--- src/rtl/core/bbd_pkg.sv ---
// Shared types and helpers for the Bayer bilinear demosaic.
// No dependencies.
`timescale 1ns / 1ps
`default_nettype none
package bbd_pkg;

    localparam int SAMPLE_BITS = 8;
    localparam int ROW_BITS    = 14;
    localparam int SUM_BITS    = 10;
    localparam int DIV3_MUL    = 683;
    localparam int DIV3_SHIFT  = 11;

    typedef logic [SAMPLE_BITS-1:0] t_sample;
    typedef t_sample [2:0][2:0] t_win;   // [row][col], col 2 is newest

    typedef struct packed {
        logic has_top;
        logic has_bot;
        logic has_left;
        logic has_right;
        logic row_odd;
        logic col_odd;
    } t_site;

    // Floored mean of up to four samples.
    function automatic t_sample avg(input logic [SUM_BITS-1:0] sum, input logic [2:0] n);
        logic [SUM_BITS+DIV3_SHIFT-1:0] prod;
        t_sample                        res;
        prod = {{DIV3_SHIFT{1'b0}}, sum} * (SUM_BITS+DIV3_SHIFT)'(DIV3_MUL);
        case (n)
            3'd1:    res = sum[SAMPLE_BITS-1:0];
            3'd2:    res = sum[SAMPLE_BITS:1];
            3'd3:    res = prod[DIV3_SHIFT +: SAMPLE_BITS];
            3'd4:    res = sum[SAMPLE_BITS+1:2];
            default: res = '0;
        endcase
        return res;
    endfunction

endpackage
`default_nettype wire

--- src/rtl/core/bbd_interp.sv ---
// Color reconstruction for one site from the 3x3 window.
// Depends on bbd_pkg.
`timescale 1ns / 1ps
`default_nettype none
module bbd_interp (
    input  wire bbd_pkg::t_win    i_win,
    input  wire bbd_pkg::t_site   i_site,
    output bbd_pkg::t_sample      o_red,
    output bbd_pkg::t_sample      o_green,
    output bbd_pkg::t_sample      o_blue
);
    logic [bbd_pkg::SUM_BITS-1:0] vs, hs, ds, cs;
    logic [2:0]                   vn, hn, dn, cn;
    bbd_pkg::t_sample             vert, horz, crs, diag, ctr;
    logic tl, tr, bl, br;

    always_comb begin
        tl = i_site.has_top & i_site.has_left;
        tr = i_site.has_top & i_site.has_right;
        bl = i_site.has_bot & i_site.has_left;
        br = i_site.has_bot & i_site.has_right;
        vs = (i_site.has_top ? 10'(i_win[0][1]) : '0) + (i_site.has_bot ? 10'(i_win[2][1]) : '0);
        vn = 3'(i_site.has_top) + 3'(i_site.has_bot);
        hs = (i_site.has_left ? 10'(i_win[1][0]) : '0)
           + (i_site.has_right ? 10'(i_win[1][2]) : '0);
        hn = 3'(i_site.has_left) + 3'(i_site.has_right);
        ds = (tl ? 10'(i_win[0][0]) : '0) + (tr ? 10'(i_win[0][2]) : '0)
           + (bl ? 10'(i_win[2][0]) : '0) + (br ? 10'(i_win[2][2]) : '0);
        dn = 3'(tl) + 3'(tr) + 3'(bl) + 3'(br);
        cs = vs + hs;
        cn = vn + hn;
        vert = bbd_pkg::avg(vs, vn);
        horz = bbd_pkg::avg(hs, hn);
        crs  = bbd_pkg::avg(cs, cn);
        diag = bbd_pkg::avg(ds, dn);
        ctr  = i_win[1][1];
        case ({i_site.row_odd, i_site.col_odd})
            2'b00: begin
                o_red = vert; o_green = ctr; o_blue = horz;
            end
            2'b01: begin
                o_red = diag; o_green = crs; o_blue = ctr;
            end
            2'b10: begin
                o_red = ctr; o_green = crs; o_blue = diag;
            end
            default: begin
                o_red = horz; o_green = ctr; o_blue = vert;
            end
        endcase
    end
endmodule
`default_nettype wire

--- config.mk ---
export PLATFORM = sky130hd
export DESIGN_NAME = bbd_interp
export DESIGN_NICKNAME = d
export VERILOG_FILES = /design/src/rtl/core/bbd_pkg.sv /design/src/rtl/core/bbd_interp.sv
export SDC_FILE = /design/constraint.sdc
export NUM_CORES = 1
export LEC_CHECK = 0
export BUFFER_PORTS_ARGS = -buffer_cell sky130_fd_sc_hd__buf_2
export CAP_MARGIN = 0
export CORE_UTILIZATION = 50
export DETAILED_ROUTE_END_ITERATION = 8
export PLACE_DENSITY = 0.81
export SLEW_MARGIN = 0
export SYNTH_ARGS = -nofsm -noshare
export SYNTH_HDL_FRONTEND = slang
export SYNTH_SLANG_ARGS = --single-unit
--- constraint.sdc ---
create_clock -name vclk -period 11.8
set_input_delay 1.18 -clock vclk [all_inputs]
set_output_delay 1.18 -clock vclk [all_outputs]
set_load 0.03 [all_outputs]
Yosys cells after proc, flatten, opt, wreduce, memory -nomap -nowiden. Cells that the tools add are included.

Bits in registers: 0. Input bits: 78. Output and inout port bits: 24.

$add $sub $neg: 12. $mul: 4. Equality and inequality tests: 18. Multiplexer cells: 15. Bitwise operators: 4. Reduce and logical (&&, ||, !) cells: 2.

Operators by type and width (count): case mux 8 bit (4 select lines) (4); two-way mux 8 bit (9); case mux 8 bit (3 select lines) (2); multiplier 10 x 10 -> 19 bit (second input constant) (2); multiplier 9 x 10 -> 19 bit (second input constant) (2); adder 8 x 8 -> 9 bit (3); equality test 3 x 2 -> 1 bit (second input constant) (4); adder 10 x 8 -> 10 bit (1); adder 9 x 8 -> 10 bit (1); adder 9 x 9 -> 10 bit (1); equality test 2 bit (second input constant) (5); adder 1 x 1 -> 2 bit (3); equality test 2 x 1 -> 1 bit (second input constant) (3); equality test 2 x 3 -> 1 bit (second input constant) (2); equality test 3 x 1 -> 1 bit (second input constant) (2); equality test 3 bit (second input constant) (2); bitwise AND 1 bit (4); adder 2 x 1 -> 3 bit (1); adder 2 x 2 -> 3 bit (1); adder 3 x 1 -> 3 bit (1); zero test 2 bit (1); OR reduction 2 bit (1).

Logic depth before layout (Yosys ltp).
Word-level depth: 8. Depth in mapped cells: 36.

Worst setup path after synthesis. No wires, ideal clock.

Kind: input-to-output. Start point: input i_site[2] in the netlist's numbering. End point: output o_green[4]. Arrival: 8206 ps. Required time: 10620 ps. Path slack: 2414 ps. Stages on the path: 32. Path buffers: 1. Cell sequence: clkbuf_1 -> and2_1 -> ha_1 -> inv_1 -> fa_1 -> nor2b_1 -> o21ai_0 -> a21oi_1 -> ha_1 -> nand3_1 -> o2111ai_1 -> a211oi_1 -> nor2_1 -> xnor2_1 -> inv_2 -> ha_1 -> ha_1 -> inv_1 -> fa_1 -> fa_1 -> inv_1 -> fa_1 -> ha_1 -> a211oi_1 -> nand3_1 -> o221ai_2 -> o21bai_1 -> a21o_1 -> a21o_1 -> a21oi_2 -> xnor2_1 -> a221o_1.

Longest elaborated chain between the ends: 6. Elaborated cells between the ends (all ways): 12.

RTL lines: start, declared (RTL line bbd_interp.sv:7) `input wire bbd_pkg::t_site i_site,`; two-way mux 8 bit (RTL line bbd_interp.sv:25) `+ (i_site.has_right ? 10'(i_win[1][2]) : '0);`; adder 8 x 8 -> 9 bit (RTL line bbd_interp.sv:25); adder 9 x 9 -> 10 bit (RTL line bbd_interp.sv:30) `cs = vs + hs;`; multiplier 10 x 10 -> 19 bit (RTL line bbd_pkg.sv:29) `prod = {{DIV3_SHIFT{1'b0}}, sum} * (SUM_BITS+DIV3_SHIFT)'(DIV3_MUL);`; case mux 8 bit (4 select lines) (*) (RTL line bbd_pkg.sv:30) `case (n)`; two-way mux 8 bit (*) (RTL line bbd_interp.sv:37) `case ({i_site.row_odd, i_site.col_odd})`; end, declared (RTL line bbd_interp.sv:9) `output bbd_pkg::t_sample o_green,`.

Mark *: on every way between the ends. The rest lies on a longest branch, timed or not.

Final worst setup path.
Start point: input i_site[3] in the netlist's numbering. End point: output o_blue[6].

Longest elaborated chain between the ends: 8. Elaborated cells between the ends (all ways): 26.

RTL lines: bitwise AND 1 bit (RTL line bbd_interp.sv:18) `tl = i_site.has_top & i_site.has_left;`; two-way mux 8 bit (RTL line bbd_interp.sv:27) `ds = (tl ? 10'(i_win[0][0]) : '0) + (tr ? 10'(i_win[0][2]) : '0)`; adder 8 x 8 -> 9 bit (RTL line bbd_interp.sv:27); adder 9 x 8 -> 10 bit (RTL line bbd_interp.sv:28) `+ (bl ? 10'(i_win[2][0]) : '0) + (br ? 10'(i_win[2][2]) : '0);`; adder 10 x 8 -> 10 bit (RTL line bbd_interp.sv:28); multiplier 10 x 10 -> 19 bit (RTL line bbd_pkg.sv:29); case mux 8 bit (4 select lines) (RTL line bbd_pkg.sv:30); case mux 8 bit (3 select lines) (*) (RTL line bbd_interp.sv:37); end, declared (RTL line bbd_interp.sv:10) `output bbd_pkg::t_sample o_blue`.

Marks and branches as above.

==> run metrics <==
IO Port Bufs 102; Antenna Violating Nets Remaining 0; post-synth cell types 72; setup repair after global routing missed its margin false; path type of the worst min-delay path in -> out; number of top-level pins 102; maximum single-stage delay on the critical path 0.55 ns; biggest area consumer among synthesized cells sky130_fd_sc_hd__ha_1; count of placed standard cells including taps 1518; vias in the first global route 8823; vias per inst 5.656; global-route wire length before repair 40090 um; portion of the clock cycle consumed by the worst path in the final layout 87.94%; vias 8586; clock buffers 0; average cell area after synthesis 8.282 um^2; number of buffers inserted to repair setup after CTS 0; Slew Limit Headroom 41.12%; largest driver fanout on the critical path 27; CP top delay family adder cells; weighted congestion reported at the end of routability-driven placement 1.002; total area of sequential cells 0 um^2; non-filler cells in the finished layout 1518; most area-consuming cells after synthesis sky130_fd_sc_hd__ha_1 (32%), sky130_fd_sc_hd__fa_1 (21%), sky130_fd_sc_hd__inv_1 (8.7%); Data required, critical path 10.62 ns; Critical path buffers and inverters 8; capturing element type of the critical path output pin; count of standard-cell rows 50; Horiz. Die Dim 141.0 um; count of final setup violators 0; initial detailed-routing violation count 422; Yosys warning total 0; sort of element at the start of the critical path input port; count of flip-flops and latches 0; ratio of cells with drive above 1 in the final layout 10.41%; outcome finished clean; die height 141.0 um; min Tclk post-route 10.38 ns; part of the Yosys area used for sequential elements 0%; Tot GR Track Use 24.66%; Peak Freq 0.09637 GHz; WL final 24000 um; maximum number of pins on one net before global-route repair 30; die area 19890 um^2; leftover overflow at the end of global routing 0; quantity of hold-fixing buffers added after cts 0; arrival time at the worst endpoint 9.20 ns; placeable core region 18830 um^2; Total Nets Final 1683; # Max-Cap Violations 0; placed wire-length estimate 21160 um; final max-slew violation count 0; initial core utilization 51.33%; number of resized instances in the post-cts repair step 0; slowest cell on the critical path sky130_fd_sc_hd__fa_1; antenna violations before repair 0; post-detailed-route wirelength per cell 15.81 um; measured slew at the worst slew-check pin 0.8769 ns; total nets after synthesis 1590; proportion of netlist area held by the largest area contributor 31.59%; Final Hold Fails 0; Pre-antenna DRT Iters 5; Area Overhead vs Synth 8.595%; Cell Area, Synth 9666 um^2; path type of the worst setup path in -> out; setup TNS after final layout 0 ns; ANT cells 0; cell count after synthesis 1167; remaining routing DRC violations 0
## metrics by stage
step | area, um^2 | setup slack [ns] | utilization [%] | hold WS [ns]
after global placement | 10500 | 1.697 | 55.74 | 2.803
after detailed placement | 10500 | 1.423 | 55.74 | 2.798
after CTS | 10500 | 1.421 | 55.74 | 2.798
after global routing | 10500 | 0.6876 | 55.74 | 2.794
after floorplan | 9666 | 2.414 | - | 2.612
final | 10500 | 1.423 | 55.74 | 2.803
## path summary, 6_finish.rpt
kind / start / to / slack [ns] / cells past startpoint
hold / removal: i_win[32] / o_green[0] / 2.80 / 3
setup / recovery: i_site[3] / o_blue[6] / 1.42 / 32
## Yosys cell counts, types with 16 or more instances
| cell type | count |
|---|---|
| sky130_fd_sc_hd__ha_1 | 244 |
| sky130_fd_sc_hd__xnor2_1 | 43 |
| sky130_fd_sc_hd__clkbuf_1 | 19 |
| sky130_fd_sc_hd__inv_1 | 225 |
| sky130_fd_sc_hd__a21oi_1 | 68 |
| sky130_fd_sc_hd__nand3_1 | 24 |
| sky130_fd_sc_hd__o21a_1 | 16 |
| sky130_fd_sc_hd__and2_1 | 34 |
| sky130_fd_sc_hd__fa_1 | 101 |
| sky130_fd_sc_hd__a22oi_1 | 16 |
| sky130_fd_sc_hd__and3_1 | 24 |
| sky130_fd_sc_hd__o21ai_0 | 33 |
| sky130_fd_sc_hd__nor2_1 | 57 |
| sky130_fd_sc_hd__nand2_1 | 49 |
## per-layer routing
metal | GRT usage (%) | share of wire (%)
met1 | 29.69 | 42
met2 | 46.32 | 50
met3 | 1.019 | 4.2
met4 | 9.211 | 3.7
met5 | 0 | 0
## layout make-up
| type | instances | area, um^2 |
|---|---|---|
| Multi-Input combinational cell | 918 | 8730 |
| Fill cell | 1695 | 8334 |
| Inverter | 228 | 855.8 |
| Timing Repair Buffer | 112 | 585.6 |
| Tap cell | 260 | 325.3 |
## cell usage in the layout, fill, tap and decap left out, types with 12 or more instances in the layout
cell / Yosys / routed
sky130_fd_sc_hd__fa_1: 101 / 101
sky130_fd_sc_hd__a21oi_1: 68 / 68
sky130_fd_sc_hd__and2_1: 34 / 34
sky130_fd_sc_hd__nand3_1: 24 / 24
sky130_fd_sc_hd__nand2_1: 49 / 49
sky130_fd_sc_hd__nand2b_1: 13 / 13
sky130_fd_sc_hd__o21a_1: 16 / 16
sky130_fd_sc_hd__buf_2: 1 / 102
sky130_fd_sc_hd__xor2_1: 12 / 12
sky130_fd_sc_hd__ha_1: 244 / 244
sky130_fd_sc_hd__o21ai_1: 12 / 12
sky130_fd_sc_hd__o21ai_0: 33 / 33
sky130_fd_sc_hd__inv_1: 225 / 225
sky130_fd_sc_hd__nor2_1: 57 / 57
sky130_fd_sc_hd__xnor2_1: 43 / 43
sky130_fd_sc_hd__nor2b_1: 13 / 13
sky130_fd_sc_hd__and3_1: 24 / 24
sky130_fd_sc_hd__a22oi_1: 16 / 16
sky130_fd_sc_hd__a21o_1: 15 / 15
## cell families after synthesis
family / after synthesis / synth area share, %
AO/OA/AOI/OAI: 259 / 18.64
adder cells (fa/ha/maj): 345 / 52.50
AND/OR/NAND/NOR: 255 / 13.70
multiplexers: 3 / 0.3236
buffers and inverters: 249 / 9.683
XOR/XNOR: 56 / 5.152
Power is not shown: default switching activity piles up to over one toggle a cycle in this logic, so the estimate is an artifact.
